## src/design/ipdt_pkg.sv

```systemverilog
`default_nettype none
// ----------------------------------------------------------------------------
// ipdt_pkg - IR pulse-distance transmitter shared definitions
// Payload structs, configuration struct, frame phase codes and helpers.
// ----------------------------------------------------------------------------
package ipdt_pkg;

   typedef struct packed {
      logic        mode;
      logic [31:0] code;
   } req_type;

   typedef struct packed {
      logic ir_out;
      logic busy_res;
      logic frame_done;
      logic start_rejected;
   } rsp_type;

   typedef struct packed {
      logic [7:0] carrier_half_ticks;
      logic [9:0] leader_mark_len;
      logic [9:0] leader_space_len;
      logic [9:0] zero_space_len;
      logic [9:0] one_space_len;
      logic [9:0] bit_mark_len;
      logic [9:0] trail_first_len;
      logic [9:0] trail_last_len;
   } cfg_type;

   typedef enum logic [2:0] {
      PH_IDLE   = 3'd0,
      PH_LMARK  = 3'd1,
      PH_LSPACE = 3'd2,
      PH_BSPACE = 3'd3,
      PH_BMARK  = 3'd4,
      PH_TFIRST = 3'd5,
      PH_TSPACE = 3'd6,
      PH_TLAST  = 3'd7
   } phase_type;

   typedef enum logic [2:0] {
      REG_CARRIER_HALF = 3'd0,
      REG_LEADER_MARK  = 3'd1,
      REG_LEADER_SPACE = 3'd2,
      REG_ZERO_SPACE   = 3'd3,
      REG_ONE_SPACE    = 3'd4,
      REG_BIT_MARK     = 3'd5,
      REG_TRAIL_FIRST  = 3'd6,
      REG_TRAIL_LAST   = 3'd7
   } reg_index_type;

   localparam logic [7:0] RST_CARRIER_HALF = 8'd4;
   localparam logic [9:0] RST_LEADER_MARK  = 10'd322;
   localparam logic [9:0] RST_LEADER_SPACE = 10'd479;
   localparam logic [9:0] RST_ZERO_SPACE   = 10'd62;
   localparam logic [9:0] RST_ONE_SPACE    = 10'd199;
   localparam logic [9:0] RST_BIT_MARK     = 10'd21;
   localparam logic [9:0] RST_TRAIL_FIRST  = 10'd5;
   localparam logic [9:0] RST_TRAIL_LAST   = 10'd20;

   function automatic logic is_space(input phase_type p);
      is_space = (p == PH_LSPACE) || (p == PH_BSPACE) || (p == PH_TSPACE);
   endfunction

   function automatic logic [9:0] part_len(input phase_type p, input logic top,
                                           input cfg_type cfg);
      case (p)
         PH_LMARK:  part_len = cfg.leader_mark_len;
         PH_LSPACE: part_len = cfg.leader_space_len;
         PH_BSPACE: part_len = top ? cfg.one_space_len : cfg.zero_space_len;
         PH_BMARK:  part_len = cfg.bit_mark_len;
         PH_TFIRST: part_len = cfg.trail_first_len;
         PH_TSPACE: part_len = cfg.one_space_len;
         PH_TLAST:  part_len = cfg.trail_last_len;
         default:   part_len = 10'd0;
      endcase
   endfunction

endpackage
`default_nettype wire

```

## src/design/ipdt_csr.sv

```systemverilog
`default_nettype none
// ----------------------------------------------------------------------------
// ipdt_csr - configuration register file
// Holds the carrier and frame timing registers written over the csr port.
// ----------------------------------------------------------------------------
module ipdt_csr (
   input  wire logic           clock,
   input  wire logic           reset,
   input  wire logic           csr_valid,
   output logic                csr_ready,
   input  wire logic [2:0]     csr_index,
   input  wire logic [9:0]     csr_data,
   output ipdt_pkg::cfg_type   cfg
);
   import ipdt_pkg::*;

   cfg_type cfg_ff;
   cfg_type cfg_in;

   assign csr_ready = 1'b1;
   assign cfg       = cfg_ff;

   always_comb begin
      cfg_in = cfg_ff;
      if (csr_valid) begin
         case (reg_index_type'(csr_index))
            REG_CARRIER_HALF: cfg_in.carrier_half_ticks = csr_data[7:0];
            REG_LEADER_MARK:  cfg_in.leader_mark_len    = csr_data;
            REG_LEADER_SPACE: cfg_in.leader_space_len   = csr_data;
            REG_ZERO_SPACE:   cfg_in.zero_space_len     = csr_data;
            REG_ONE_SPACE:    cfg_in.one_space_len      = csr_data;
            REG_BIT_MARK:     cfg_in.bit_mark_len       = csr_data;
            REG_TRAIL_FIRST:  cfg_in.trail_first_len    = csr_data;
            REG_TRAIL_LAST:   cfg_in.trail_last_len     = csr_data;
            default:          cfg_in = cfg_ff;
         endcase
      end
   end

   always_ff @(posedge clock) begin
      if (reset) begin
         cfg_ff.carrier_half_ticks <= RST_CARRIER_HALF;
         cfg_ff.leader_mark_len    <= RST_LEADER_MARK;
         cfg_ff.leader_space_len   <= RST_LEADER_SPACE;
         cfg_ff.zero_space_len     <= RST_ZERO_SPACE;
         cfg_ff.one_space_len      <= RST_ONE_SPACE;
         cfg_ff.bit_mark_len       <= RST_BIT_MARK;
         cfg_ff.trail_first_len    <= RST_TRAIL_FIRST;
         cfg_ff.trail_last_len     <= RST_TRAIL_LAST;
      end else begin
         cfg_ff <= cfg_in;
      end
   end

endmodule
`default_nettype wire

```

## src/design/ipdt_engine.sv

```systemverilog
`default_nettype none
// ----------------------------------------------------------------------------
// ipdt_engine - frame sequencer
// Phase state machine, code shifter and carrier/period counters; one step
// per transfer, result computed combinationally from the current state.
// ----------------------------------------------------------------------------
module ipdt_engine #(
   parameter int CODE_BITS = 32
) (
   input  wire logic          clock,
   input  wire logic          reset,
   input  wire logic          step,
   input  ipdt_pkg::req_type  item,
   input  ipdt_pkg::cfg_type  cfg,
   output ipdt_pkg::rsp_type  result
);
   import ipdt_pkg::*;

   localparam int BL_W = $clog2(CODE_BITS + 1);

   phase_type             phase_ff, phase_in;
   logic [CODE_BITS-1:0]  sw_ff, sw_in, sw_shift;
   logic [BL_W-1:0]       bl_ff, bl_in, bl_dec;
   logic [9:0]            pc_ff, pc_in, pc_next;
   logic [7:0]            ht_ff, ht_in, ht_next;
   logic                  lvl_ff, lvl_in;
   logic                  top_cur, top_shift;
   logic [9:0]            cur_len;

   assign sw_shift  = sw_ff << 1;
   assign bl_dec    = bl_ff - 1'b1;
   assign top_cur   = sw_ff[CODE_BITS-1];
   assign top_shift = sw_shift[CODE_BITS-1];
   assign ht_next   = ht_ff + 8'd1;
   assign pc_next   = pc_ff + 10'd1;
   assign cur_len   = part_len(phase_ff, top_cur, cfg);

   always_comb begin
      phase_in = phase_ff;
      sw_in    = sw_ff;
      bl_in    = bl_ff;
      pc_in    = pc_ff;
      ht_in    = ht_ff;
      lvl_in   = lvl_ff;
      result   = '0;
      if (step) begin
         if (item.mode) begin
            if (phase_ff != PH_IDLE) begin
               result.start_rejected = 1'b1;
               result.ir_out         = !is_space(phase_ff) && lvl_ff;
            end else begin
               sw_in    = item.code[CODE_BITS-1:0];
               bl_in    = BL_W'(CODE_BITS);
               pc_in    = '0;
               ht_in    = '0;
               lvl_in   = 1'b1;
               phase_in = PH_LMARK;
            end
         end else if (phase_ff != PH_IDLE) begin
            result.ir_out = !is_space(phase_ff) && lvl_ff;
            ht_in = ht_next;
            if (ht_next >= cfg.carrier_half_ticks) begin
               ht_in = '0;
               if (lvl_ff) begin
                  lvl_in = 1'b0;
               end else begin
                  lvl_in = 1'b1;
                  pc_in  = pc_next;
                  if (pc_next >= cur_len) begin
                     pc_in  = '0;
                     ht_in  = '0;
                     lvl_in = 1'b1;
                     case (phase_ff)
                        PH_LMARK: begin
                           if (cfg.leader_space_len != 10'd0) begin
                              phase_in = PH_LSPACE;
                           end else if (part_len(PH_BSPACE, top_cur, cfg) != 10'd0) begin
                              phase_in = PH_BSPACE;
                           end else begin
                              phase_in = PH_BMARK;
                           end
                        end
                        PH_LSPACE: begin
                           if (part_len(PH_BSPACE, top_cur, cfg) != 10'd0) begin
                              phase_in = PH_BSPACE;
                           end else begin
                              phase_in = PH_BMARK;
                           end
                        end
                        PH_BSPACE: phase_in = PH_BMARK;
                        PH_BMARK: begin
                           sw_in = sw_shift;
                           bl_in = bl_dec;
                           if (bl_dec == '0) begin
                              phase_in = PH_TFIRST;
                           end else if (part_len(PH_BSPACE, top_shift, cfg) != 10'd0) begin
                              phase_in = PH_BSPACE;
                           end else begin
                              phase_in = PH_BMARK;
                           end
                        end
                        PH_TFIRST: begin
                           if (cfg.one_space_len != 10'd0) begin
                              phase_in = PH_TSPACE;
                           end else begin
                              phase_in = PH_TLAST;
                           end
                        end
                        PH_TSPACE: phase_in = PH_TLAST;
                        default: begin
                           phase_in          = PH_IDLE;
                           lvl_in            = 1'b0;
                           result.frame_done = 1'b1;
                        end
                     endcase
                  end
               end
            end
         end
         result.busy_res = (phase_in != PH_IDLE);
      end
   end

   always_ff @(posedge clock) begin
      if (reset) begin
         phase_ff <= PH_IDLE;
         sw_ff    <= '0;
         bl_ff    <= '0;
         pc_ff    <= '0;
         ht_ff    <= '0;
         lvl_ff   <= 1'b0;
      end else begin
         phase_ff <= phase_in;
         sw_ff    <= sw_in;
         bl_ff    <= bl_in;
         pc_ff    <= pc_in;
         ht_ff    <= ht_in;
         lvl_ff   <= lvl_in;
      end
   end

`ifndef ASSERT_OFF
   idle_level_low: assert property (@(posedge clock) disable iff (reset)
      (phase_ff == PH_IDLE) |-> !lvl_ff)
      else $error("carrier level high while idle");

   done_goes_idle: assert property (@(posedge clock) disable iff (reset)
      (step && result.frame_done) |=> (phase_ff == PH_IDLE))
      else $error("frame_done without return to idle");

   bits_left_bound: assert property (@(posedge clock) disable iff (reset)
      (phase_ff != PH_IDLE) |-> (bl_ff <= BL_W'(CODE_BITS)))
      else $error("bit counter out of range");
`endif

endmodule
`default_nettype wire

```

## src/design/ir_pulse_distance_transmitter_core.sv

```systemverilog
`default_nettype none
// ----------------------------------------------------------------------------
// ir_pulse_distance_transmitter_core - NEC-style IR frame transmitter
// Input register, frame sequencer and result register with a csr port.
// ----------------------------------------------------------------------------
// Each request transfer is either a start (load a code, begin a frame) or one
// tick of the carrier timebase, and yields exactly one response. Throughput is
// one item per clock while rsp_stall is low: the item is held in the input
// register, the frame sequencer updates its state as the item leaves it, and
// the result is registered in the output register that drives rsp_valid.
// The two registers let a new request be taken while a response is stalled.
// Configuration registers are written through csr_* (csr_ready is always
// high) and should be changed only while no items are in flight.
module ir_pulse_distance_transmitter_core #(
   parameter int CODE_BITS = 32
) (
   input  wire logic          clock,
   input  wire logic          reset,
   input  wire logic          req_valid,
   output logic               req_stall,
   input  ipdt_pkg::req_type  req_data,
   output logic               rsp_valid,
   input  wire logic          rsp_stall,
   output ipdt_pkg::rsp_type  rsp_data,
   input  wire logic          csr_valid,
   output logic               csr_ready,
   input  wire logic [2:0]    csr_index,
   input  wire logic [9:0]    csr_data
);
   import ipdt_pkg::*;

   logic    in_valid_ff, in_valid_in;
   req_type in_data_ff;
   logic    out_valid_ff, out_valid_in;
   rsp_type out_data_ff;
   logic    advance;
   cfg_type cfg;
   rsp_type result;

   assign advance   = in_valid_ff && (!out_valid_ff || !rsp_stall);
   assign req_stall = in_valid_ff && !advance;
   assign rsp_valid = out_valid_ff;
   assign rsp_data  = out_data_ff;

   assign in_valid_in  = (req_valid && !req_stall) || (in_valid_ff && !advance);
   assign out_valid_in = advance || (out_valid_ff && rsp_stall);

   ipdt_csr u_csr (
      .clock     (clock),
      .reset     (reset),
      .csr_valid (csr_valid),
      .csr_ready (csr_ready),
      .csr_index (csr_index),
      .csr_data  (csr_data),
      .cfg       (cfg)
   );

   ipdt_engine #(
      .CODE_BITS (CODE_BITS)
   ) u_engine (
      .clock  (clock),
      .reset  (reset),
      .step   (advance),
      .item   (in_data_ff),
      .cfg    (cfg),
      .result (result)
   );

   always_ff @(posedge clock) begin
      if (reset) begin
         in_valid_ff  <= 1'b0;
         out_valid_ff <= 1'b0;
      end else begin
         in_valid_ff  <= in_valid_in;
         out_valid_ff <= out_valid_in;
      end
   end

   always_ff @(posedge clock) begin
      if (req_valid && !req_stall) begin
         in_data_ff <= req_data;
      end
      if (advance) begin
         out_data_ff <= result;
      end
   end

`ifndef ASSERT_OFF
   done_not_busy: assert property (@(posedge clock) disable iff (reset)
      (rsp_valid && rsp_data.frame_done) |-> !rsp_data.busy_res)
      else $error("frame_done reported while busy");

   reject_is_busy: assert property (@(posedge clock) disable iff (reset)
      (rsp_valid && rsp_data.start_rejected) |-> rsp_data.busy_res)
      else $error("start rejected while idle");

   idle_dark: assert property (@(posedge clock) disable iff (reset)
      (rsp_valid && !rsp_data.busy_res && !rsp_data.frame_done) |-> !rsp_data.ir_out)
      else $error("emitter driven while idle");

   stall_holds_input: assert property (@(posedge clock) disable iff (reset)
      (in_valid_ff && !advance) |=> in_valid_ff && $stable(in_data_ff))
      else $error("input register lost a held item");
`endif

endmodule
`default_nettype wire
```

## config.mk

```make
export PLATFORM = sky130hd
export DESIGN_NAME = ir_pulse_distance_transmitter_core
export DESIGN_NICKNAME = d
export VERILOG_FILES = /design/src/design/ipdt_pkg.sv /design/src/design/ipdt_csr.sv /design/src/design/ipdt_engine.sv /design/src/design/ir_pulse_distance_transmitter_core.sv
export SDC_FILE = /design/constraint.sdc
export NUM_CORES = 1
export LEC_CHECK = 0
export BUFFER_PORTS_ARGS = -buffer_cell sky130_fd_sc_hd__clkbuf_2
export CAP_MARGIN = 20
export CELL_PAD_IN_SITES_DETAIL_PLACEMENT = 1
export CELL_PAD_IN_SITES_GLOBAL_PLACEMENT = 2
export CORE_MARGIN = 2
export CORE_UTILIZATION = 41
export DETAILED_ROUTE_END_ITERATION = 8
export GPL_TIMING_DRIVEN = 0
export HOLD_SLACK_MARGIN = 0.03
export PLACE_DENSITY_LB_ADDON = 0.1
export SYNTH_ARGS = -nofsm -noshare
export SYNTH_HDL_FRONTEND = slang
export SYNTH_SLANG_ARGS = --single-unit
```

## constraint.sdc

```tcl
create_clock -name clock -period 6.8 [get_ports clock]
set_clock_uncertainty 0.1 [all_clocks]
set_input_delay 0.34 -clock clock [delete_from_list [all_inputs] [get_ports clock]]
set_output_delay 0.34 -clock clock [all_outputs]
set_load 0.03 [all_outputs]
```

==> results.txt <==
drt drc: 0
hold crit path type: in2reg
HPWL after DPL: 18900 um
flops & latches, synth: 177
final period utilization: 67.6%
Filler cells: 2258
slew margin rel.: 27.6%
crit path DAT: 4820 ps
Clock Pin Slew Worst Setup and Hold Paths: 70 ps
H-tree levels: 4
Sink Count: 177
total count of hold-check failures in the final report: 0
drt pass-1 iters: 5
CP required: 7020 ps
status: finished clean
top cells by area, synth: dfxtp_1, edfxtp_1, nand2_1, a21oi_1, ha_1
largest net degree at the start of global routing: 34
GRT Total Usage: 25.9%
area leader, netlist: dfxtp_1
Post-DRT Antenna Nets: 0
Clock Tree Buf Depth: 2
Syn Nets: 958
number of global-route vias before repair: 7333
# setup viols final: 0
reg2reg path depth: 14
Adder-Cell Fraction of Synth Area: 3.67%
DRT iter0 DRCs: 421
Ant. Diodes: 0
Post-synth EDFFs: 37
proportion of synthesized area in mux cells: 5.77%
Nets: 1053
register area share after synthesis: 48.2%
Post-Synth Simple-Gate Area: 18.6%
Clock Latency Late Sink: 450 ps
post-CTS sizing: 0
FFs w/ async S/R, synth: 0%
combinational family with the most area after synthesis: simple AND/OR/NAND/NOR gates
Core Region: 0.0195 mm^2
mean post-synth cell area: 9.18 um^2
VDD IR max: 172 uV
sequential cell area: 0.00391 mm^2
Power Density: 246 mW/mm^2
CTS buffer count: 17
boundary pin count: 58
unrepaired setup endpoints after global routing: no
Final Total Pwr: 2.37 mW
Die Area: 0.0209 mm^2
TNS Setup: 0 ps
area of the multi-input gates: 0.00388 mm^2
CTS tree: yes
initial antenna violation count: 0
root buf cell: clkbuf_16
Die W: 145 um
cell area after placement: 0.00867 mm^2
Worst Max-Slew Pin Slew: 1080 ps
post-synth cell types: 63
MaxCap Viol Count: 0
Max Clk Rate: 0.218 GHz
Rows: 51
initial core utilization: 41.7%
share of cells above drive strength 1: 11.6%
Post-Synthesis Cells: 884
global-route wire length before repair: 40900 um
leakage power total: 3.55 nW
XOR/XNOR Fraction of Synth Area: 1.51%
Synth top area share: 34.5%
die span in y: 145 um
DR vias/cell: 5.69
Avg WL per Cell: 21.1 um
yosys warns: 0
CP Launch Type: flip-flop
CP Class: reg2reg
hold path depth: 2
Synth Area in Compound Gates: 18.1%
Port Buf Inserts: 43
Remaining Overflow, GRT: 0
Final Instance Area: 0.00961 mm^2
CP max FO: 10
total wire length: 26500 um
Placer Congestion: 0.885
Post-Syn Area: 0.00812 mm^2
ys flop type: dfxtp_1
DR vias: 7156
post-layout min period: 4600 ps
final-report max-slew violation count: 0
Crit. End Element: flip-flop
Area Growth Syn to Fin: 18.4%
[logic make-up after synthesis]
| logic type | Yosys count |
|---|---|
| DFF | 177 |
| AOI/OAI and AO/OA | 208 |
| buffers and inverters | 81 |
| adders and majority gates | 24 |
| muxes | 38 |
| xor gates and xnor gates | 14 |
| and+or+nand+nor | 341 |
| other | 1 |
[metrics by stage]
stage          setup WS, ps  std cells  util (%)  hold WS [ps]
2_1_floorplan          3430        884         -           333
3_3_place_gp           2350       1192      44.5           339
3_5_place_dp           2220       1192      44.6           348
4_1_cts                2210       1257      49.4          55.6
5_1_grt                1800       1257      49.4          54.1
6_report               2200       1257      49.4          64.3
[flip-flops by register name, indices dropped and copies added (netlist names)]
signal             count
u_engine.ht_ff         8
u_engine.bl_ff         6
u_engine.sw_ff        32
rsp_data               4
u_engine.phase_ff      3
rsp_valid              1
in_valid_ff            1
u_engine.pc_ff        10
u_engine.lvl_ff        1
in_data_ff            33
u_csr.cfg             78
[where the power goes]
part	internal (mW)	switching [mW]	total (mW)
logic	0.0788	0.123	0.202
registers	1.12	0.0252	1.14
clock network	0.530	0.496	1.03
total	1.72	0.645	2.37
[Yosys cell counts (3+ instances only)]
master and n:
a211o_1 4, a211oi_1 3, a21o_1 3, a21oi_1 67, a221oi_1 4, a22oi_1 14, a2bb2oi_1 32, a311oi_1 3
a31oi_1 6, and2_1 3, and3_1 8, and4_1 4, buf_1 6, buf_2 6, clkbuf_1 40, clkbuf_2 8
dfxtp_1 140, edfxtp_1 37, ha_1 23, inv_1 17, mux2_2 10, mux2i_1 22, mux4_2 6, nand2_1 172
nand2b_1 7, nand3_1 48, nand4_1 4, nor2_1 57, nor2b_1 6, nor3_1 9, nor4_1 9, o211ai_1 4
o21ai_0 16, o221ai_1 31, or3_1 8, xnor2_1 7, xor2_1 7
[cell usage in the layout, fill, tap and decap left out, types with 5 or more instances in the layout]
master | Yosys | layout
xnor2_1 | 7 | 7
xor2_1 | 7 | 7
a31oi_1 | 6 | 6
nor2b_1 | 6 | 5
clkbuf_16 | 0 | 17
edfxtp_1 | 37 | 37
buf_2 | 6 | 6
inv_1 | 17 | 17
nor3_1 | 9 | 9
nor2_1 | 57 | 57
mux2i_1 | 22 | 22
dfxtp_1 | 140 | 140
clkbuf_2 | 8 | 51
nand2_1 | 172 | 172
or3_1 | 8 | 8
ha_1 | 23 | 23
and3_1 | 8 | 8
clkbuf_1 | 40 | 40
nand2b_1 | 7 | 7
buf_1 | 6 | 6
nor4_1 | 9 | 9
o221ai_1 | 31 | 31
mux2_2 | 10 | 10
dlygate4sd3_1 | 0 | 33
o21ai_0 | 16 | 16
mux4_2 | 6 | 6
a2bb2oi_1 | 32 | 32
nand3_1 | 48 | 48
a22oi_1 | 14 | 14
a21oi_1 | 67 | 67
[cell type report]
class                           instances  share of cell area, %
Sequential cell                       177                   40.7
Buffer                                 62                   2.72
Tap cell                              265                   3.45
Multi-Input combinational cell        626                   40.3
Clock buffer                           17                   4.43
Inverter                               19                  0.742
Timing Repair Buffer                   76                   5.67
Clock inverter                         15                   1.94
[worst max-delay path: stages, from the launching register on]
cell	delay [ps]
dfxtp_1	340
clkbuf_1	510
clkbuf_1	600
clkbuf_1	490
nor2_1	120
a221oi_1	330
ha_1	330
nand3_1	90
nand2_1	50
a31oi_1	280
nand2_1	200
a31oi_1	370
nor2_1	180
clkbuf_1	280
a2bb2oi_1	200
[metal layers]
metal	global-route usage (%)	vias to the layer above	share of wire [%]
met5	0	-	0
met4	7.31	0	1.8
met3	4.87	43	4.2
met2	44.3	149	49
met1	33.5	3569	45
li1	-	3395	-
[worst paths after layout]
check	from	to	slack, ps
worst max-delay path	u_engine.phase_ff[0]	u_engine.sw_ff[23]	2200
worst min-delay path	req_valid	in_valid_ff	60
worst max register to register	u_engine.phase_ff[0]	u_engine.sw_ff[23]	2200
worst min register to register	u_csr.cfg[73]	u_csr.cfg[73]	360
[what timing repair did]
action,in CTS,in global routing
buffers inserted,0,0
hold endpoints to repair,33,0
hold buffers,33,0
(Power assumes the default switching activity.)
